### config.mk
export PLATFORM = sky130hd
export DESIGN_NAME = tam_seq
export DESIGN_NICKNAME = d
export VERILOG_FILES = /design/src/hw/rtl/tam_pkg.sv /design/src/hw/rtl/tam_seq.sv
export SDC_FILE = /design/constraint.sdc
export NUM_CORES = 1
export LEC_CHECK = 0
export BUFFER_PORTS_ARGS = -buffer_cell sky130_fd_sc_hd__buf_4
export CORE_ASPECT_RATIO = 0.9
export CORE_MARGIN = 2
export CORE_UTILIZATION = 36
export DETAILED_ROUTE_END_ITERATION = 16
export GPL_ROUTABILITY_DRIVEN = 0
export PLACE_DENSITY = 0.55
export SLEW_MARGIN = 20
export SYNTH_ARGS = -nofsm -noshare
export SYNTH_HDL_FRONTEND = slang
export SYNTH_SLANG_ARGS = --single-unit
### constraint.sdc
create_clock -name clk -period 3.9 [get_ports clk]
set_input_delay 0.39 -clock clk [delete_from_list [all_inputs] [get_ports clk]]
set_output_delay 0.39 -clock clk [all_outputs]
set_load 0.005 [all_outputs]
### src/hw/rtl/tam_pkg.sv
`timescale 1ns / 1ps
// Shared types and constants for the argmax-along-axis unit.
// No dependencies; the other files that use it refer to this package by scoped names.
package tam_pkg;

	localparam int MAX_INNER  = 1024;
	localparam int SLOT_W     = $clog2(MAX_INNER);
	localparam int VAL_W      = 16;
	localparam int IDX_W      = 16;
	localparam int POS_W      = 32;
	localparam int OUTER_W    = 16;
	localparam int AXIS_W     = 16;
	localparam int INNER_W    = 11;
	localparam int CFG_IDX_W  = 2;
	localparam int CFG_DATA_W = 16;

	// Register indexes on the configuration channel
	localparam logic [CFG_IDX_W-1:0] REG_COUNT_OUTER = 2'd0;
	localparam logic [CFG_IDX_W-1:0] REG_COUNT_AXIS  = 2'd1;
	localparam logic [CFG_IDX_W-1:0] REG_COUNT_INNER = 2'd2;

	localparam logic [INNER_W-1:0] INNER_LIMIT = INNER_W'(MAX_INNER);

	// Per-item control travelling from the position counters to the update stage
	typedef struct packed {
		logic [SLOT_W-1:0] slot;
		logic [AXIS_W-1:0] axis;
		logic              first;
		logic              emit;
		logic              fin;
		logic [POS_W-1:0]  pos;
	} tam_tag_t;

	// One entry of the running-maximum memory
	typedef struct packed {
		logic signed [VAL_W-1:0] value;
		logic [IDX_W-1:0]        index;
	} tam_best_t;

	localparam int BEST_W = $bits(tam_best_t);

endpackage

### src/hw/rtl/tam_seq.sv
`timescale 1ns / 1ps
// Shape registers and position counters (outer, axis, inner, result count).
// Depends on tam_pkg; produces the tag of the item at the input.
module tam_seq (
	input  logic                              clk,
	input  logic                              arst_n,
	input  logic                              cfg_we,
	input  logic [tam_pkg::CFG_IDX_W-1:0]     cfg_index,
	input  logic [tam_pkg::CFG_DATA_W-1:0]    cfg_data,
	input  logic                              step,
	output tam_pkg::tam_tag_t                 tag
);

	logic [tam_pkg::OUTER_W-1:0] cnt_outer_q;
	logic [tam_pkg::AXIS_W-1:0]  cnt_axis_q;
	logic [tam_pkg::INNER_W-1:0] cnt_inner_q;
	logic [tam_pkg::OUTER_W-1:0] pos_outer_q;
	logic [tam_pkg::AXIS_W-1:0]  pos_axis_q;
	logic [tam_pkg::SLOT_W-1:0]  pos_inner_q;
	logic [tam_pkg::POS_W-1:0]   out_cnt_q;

	logic [tam_pkg::OUTER_W-1:0] n_outer;
	logic [tam_pkg::AXIS_W-1:0]  n_axis;
	logic [tam_pkg::INNER_W-1:0] n_inner_raw;
	logic [tam_pkg::INNER_W-1:0] n_inner;
	logic                        last_outer;
	logic                        last_axis;
	logic                        last_inner;

	// Zero counts act as one; the inner count saturates at the memory depth
	always_comb begin
		n_outer     = (cnt_outer_q == '0) ? tam_pkg::OUTER_W'(1) : cnt_outer_q;
		n_axis      = (cnt_axis_q == '0) ? tam_pkg::AXIS_W'(1) : cnt_axis_q;
		n_inner_raw = (cnt_inner_q == '0) ? tam_pkg::INNER_W'(1) : cnt_inner_q;
		n_inner     = (n_inner_raw > tam_pkg::INNER_LIMIT) ? tam_pkg::INNER_LIMIT : n_inner_raw;
		last_outer  = ({1'b0, pos_outer_q} + (tam_pkg::OUTER_W+1)'(1)) >= {1'b0, n_outer};
		last_axis   = ({1'b0, pos_axis_q} + (tam_pkg::AXIS_W+1)'(1)) >= {1'b0, n_axis};
		last_inner  = ({1'b0, tam_pkg::INNER_W'(pos_inner_q)} + (tam_pkg::INNER_W+1)'(1))
			>= {1'b0, n_inner};
	end

	always_comb begin
		tag.slot  = pos_inner_q;
		tag.axis  = pos_axis_q;
		tag.first = (pos_axis_q == '0);
		tag.emit  = last_axis;
		tag.fin   = last_axis && last_inner && last_outer;
		tag.pos   = out_cnt_q;
	end

	always_ff @(posedge clk or negedge arst_n) begin
		if (!arst_n) begin
			cnt_outer_q <= tam_pkg::OUTER_W'(1);
			cnt_axis_q  <= tam_pkg::AXIS_W'(1);
			cnt_inner_q <= tam_pkg::INNER_W'(1);
			pos_outer_q <= '0;
			pos_axis_q  <= '0;
			pos_inner_q <= '0;
			out_cnt_q   <= '0;
		end else if (cfg_we && (cfg_index == tam_pkg::REG_COUNT_OUTER ||
				cfg_index == tam_pkg::REG_COUNT_AXIS ||
				cfg_index == tam_pkg::REG_COUNT_INNER)) begin
			// Any shape write restarts the tensor
			case (cfg_index)
				tam_pkg::REG_COUNT_OUTER: cnt_outer_q <= cfg_data[tam_pkg::OUTER_W-1:0];
				tam_pkg::REG_COUNT_AXIS:  cnt_axis_q  <= cfg_data[tam_pkg::AXIS_W-1:0];
				tam_pkg::REG_COUNT_INNER: cnt_inner_q <= cfg_data[tam_pkg::INNER_W-1:0];
				default: ;
			endcase
			pos_outer_q <= '0;
			pos_axis_q  <= '0;
			pos_inner_q <= '0;
			out_cnt_q   <= '0;
		end else if (step) begin
			// The last result of a tensor wraps the result count back to zero
			if (last_axis && last_inner && last_outer) begin
				out_cnt_q <= '0;
			end else if (last_axis) begin
				out_cnt_q <= out_cnt_q + tam_pkg::POS_W'(1);
			end
			if (!last_inner) begin
				pos_inner_q <= pos_inner_q + tam_pkg::SLOT_W'(1);
			end else begin
				pos_inner_q <= '0;
				if (!last_axis) begin
					pos_axis_q <= pos_axis_q + tam_pkg::AXIS_W'(1);
				end else begin
					pos_axis_q <= '0;
					if (!last_outer) begin
						pos_outer_q <= pos_outer_q + tam_pkg::OUTER_W'(1);
					end else begin
						pos_outer_q <= '0;
					end
				end
			end
		end
	end

endmodule

==> metrics.md <==
| Metric | Value |
|---|---|
| Sw frac | 30.6% |
| Sequential power share | 38.3% |
| Avg Cell Area, Syn | 9.15 um^2 |
| GRT Util Overall | 19.4% |
| Max IR drop VDD | 316 uV |
| Num CTS Buffers | 17 |
| Ys flop type | dfrtp_1 |
| # clock sinks | 117 |
| R2R setup slack | 0.32 ns |
| Post-layout util | 46.4% |
| Combinational Power Share | 20.5% |
| Via density | 5.24 |
| Total grt overflow | 0 |
| Final min period | 3.70 ns |
| Crit Path Class | flop to output pin |
| Met3 wire length | 816 um |
| # IOs | 83 |
| Hold_buf cts | 0 |
| Via count | 6010 |
| Die Wd | 151 um |
| Pre-CTS setup slack | 0.132 ns |
| Top Layer Used | met4 |
| Switching power | 1.20 mW |
| DIE HEIGHT | 137 um |
| Outcome | finished clean |
| CTS clk-pin slew, worst paths | 0.06 ns |
| Yosys Warn Count | 0 |
| Critical Path Start | pos_inner_q[0] |
| CP Capture Type | output pin |
| IO Port Bufs | 82 |
| Maximum root-to-sink buffer count | 2 |
| Post-synth EDFFs | 0 |
| Worst r2r path cells | 14 |
| Worst Path Required | 3.51 ns |
| Pleak | 4.05 nW |
| Final Cycle Share | 94.9% |
| Worst rel slew slack | 44.7% |
| Setup Skew | 0.00670 ns |
| Initial antenna violation count | 0 |
| Cell Pwr Density | 439 mW/mm^2 |
| Synth-to-Final Area Change | 26.2% |
| Initial core utilization | 36.8% |
| Met2 wire length | 8280 um |
| Clock latency on the worst-skew pair | 0.43 ns |
| Clock share of power | 41.2% |
| Post-route ant nets | 0 |
| Drt pass-1 iters | 5 |
| Actual slew at the worst max-slew pin | 0.829 ns |
| Worst min-delay path class | input pin to asynchronous set/reset pin |
| # DRC | 0 |
| Yosys cell types | 61 |
| # rows | 48 |
| Post-synthesis register bit count | 117 |
| P_int | 2.71 mW |
| Final count of hold timing violations | 0 |
| WL met1 | 9750 um |
| Crit start category | flop |
| Vias in the first global route | 5668 |
| Seq/Total Area, Yosys | 41.6% |
| Syn_nets | 840 |
| First-pass GRT wire length | 30900 um |
| Hpwl dp | 13700 um |
| Arr. time, crit path | 3.31 ns |
| Cell count after synthesis | 770 |
| Initial DRC count | 327 |
| Largest net degree at the start of global routing | 63 |
| Setup ws final | 0.197 ns |
| Number of max-cap violations | 0 |
| Asr flop ratio synth | 100% |
| Top fanout value on the critical path | 8 |
| CTS root buf | clkbuf_16 |
| Die Area | 0.0207 mm^2 |
| Worst reg2reg endpoint | pos_axis_q[3] |
| Antenna diodes | 0 |
| Routed wire length | 19100 um |
| Reg2reg start | pos_axis_q[0] |
| Final setup violation count | 0 |
| Total power | 3.91 mW |
| Worst hold slack | 0.0494 ns |
| Core Area | 0.0192 mm^2 |
| Mapped Area | 0.00705 mm^2 |
| Max Slew Vio Count | 0 |
| WL/cell | 16.6 um |
| Ratio of cells with drive above 1 in the final layout | 25.8% |
| Nets | 955 |
| FMAX | 0.270 GHz |
| CTS tree | yes |
| H-Tree Depth | 4 |
==> worst max-delay path, stage by stage, from the launching register on <==
cell	delay, ns
dfrtp_1	0.46
ha_1	0.28
and3_1	0.21
nand3_1	0.14
inv_1	0.13
and3_1	0.17
xor2_1	0.24
ha_1	0.28
o21a_1	0.11
o211ai_1	0.15
nand2_1	0.10
and2_2	0.27
and3_1	0.20
buf_4	0.13
==> logic make-up after synthesis <==
family / after synthesis / synth area share (%)
XOR/XNOR: 37 / 4.60
AND/OR/NAND/NOR: 282 / 20.3
adder cells (fa/ha/maj): 48 / 8.52
buffers and inverters: 79 / 4.46
multiplexers: 30 / 4.76
AO/OA/AOI/OAI: 177 / 15.7
flip-flops: 117 / 41.6
==> cell usage after synthesis (3+ instances only) <==
cell type / count / share of area [%]
buf_2: 11 / 0.78
o41ai_1: 3 / 0.37
and2_1: 6 / 0.53
ha_1: 48 / 8.5
nor2_1: 30 / 1.6
inv_1: 51 / 2.7
nand4_1: 15 / 1.3
o211ai_1: 3 / 0.32
dfrtp_1: 114 / 40
mux2_2: 28 / 4.5
nand2b_1: 11 / 0.98
nand2_1: 98 / 5.2
xor2_1: 18 / 2.2
dfstp_2: 3 / 1.1
nor3_1: 20 / 1.4
nand3_1: 36 / 2.6
a31oi_1: 3 / 0.27
or3_1: 17 / 1.5
xnor2_1: 19 / 2.4
clkbuf_1: 14 / 0.75
o21ai_0: 81 / 5.8
a32o_1: 4 / 0.57
nand3b_1: 4 / 0.43
a211oi_1: 12 / 1.3
nor4_1: 15 / 1.3
and3_1: 14 / 1.2
a21oi_1: 28 / 2.0
o22ai_1: 3 / 0.27
a22o_1: 7 / 0.87
o31ai_1: 9 / 0.96
a21o_1: 5 / 0.53
==> layout by cell type, fill, tap and decap left out, types with 5 or more instances in the layout <==
cell        instances
buf_4             123
dfrtp_1           107
nand2_1            98
o21ai_0            81
inv_1              51
ha_1               46
nand3_1            32
a21oi_1            28
mux2_2             28
nor2_1             26
xnor2_1            17
xor2_1             17
nor3_1             17
or3_1              17
clkbuf_16          17
nand4_1            15
and3_1             13
nor4_1             12
a211oi_1           12
nand2b_1           10
o31ai_1             9
a22o_1              7
dfrtp_2             7
nand3_2             6
a21o_1              5
and2_1              5
clkinvlp_4          5
==> cell type report <==
| cell class | instances | area [um^2] |
|---|---|---|
| fillers | 1860 | 10300 |
| multi-input cells | 574 | 3920 |
| flip-flops and latches | 117 | 2940 |
| repair buffers | 123 | 923 |
| clock buffers | 19 | 453 |
| well taps | 250 | 313 |
| inverters | 52 | 195 |
| clock inverters | 13 | 146 |
==> power by group through the flow <==
stage	Combinational [mW]	Clock, mW	Sequential [mW]
final	0.800	1.61	1.50
after floorplan	0.464	0	1.48
after CTS	0.759	1.63	1.50
after global placement	0.742	0	1.52
after detailed placement	0.753	0	1.52
after global routing	0.905	1.69	1.52
==> stage by stage <==
| stage | cells | setup TNS [ns] | cell area [um^2] |
|---|---|---|---|
| after CTS | 1142 | 0 | 8730 |
| final | 1148 | 0 | 8890 |
| after global placement | 1108 | 0 | 8110 |
| after detailed placement | 1108 | 0 | 8110 |
| after floorplan | 770 | 0 | 7050 |
| after global routing | 1148 | -0.0170 | 8890 |
==> flip-flops by register name, summed over array words and instances (netlist names) <==
name         cells
cnt_inner_q     11
pos_outer_q     16
cnt_outer_q     16
pos_axis_q      16
pos_inner_q     10
cnt_axis_q      16
out_cnt_q       32
==> worst max path at each step <==
stage	end
after floorplan	pos_axis_q[3]
after global placement	out_cnt_q[26]
after detailed placement	out_cnt_q[13]
after CTS	tag[32]
after global routing	tag[32]
final	tag[32]
==> timing repair <==
| item | in CTS | in global routing |
|---|---|---|
| gates resized for setup | 0 | 31 |
| buffers inserted | 2 | 6 |
| endpoints found under the setup margin | 1 | 45 |
| pin swaps | 2 | 13 |
==> metal layers <==
metal | GRT usage, % | up-vias
li1 | - | 3014
met4 | 5.66 | 0
met2 | 28.5 | 122
met5 | 0 | -
met3 | 3.73 | 20
met1 | 28.9 | 2854
Power figures use the tool's default switching activity.
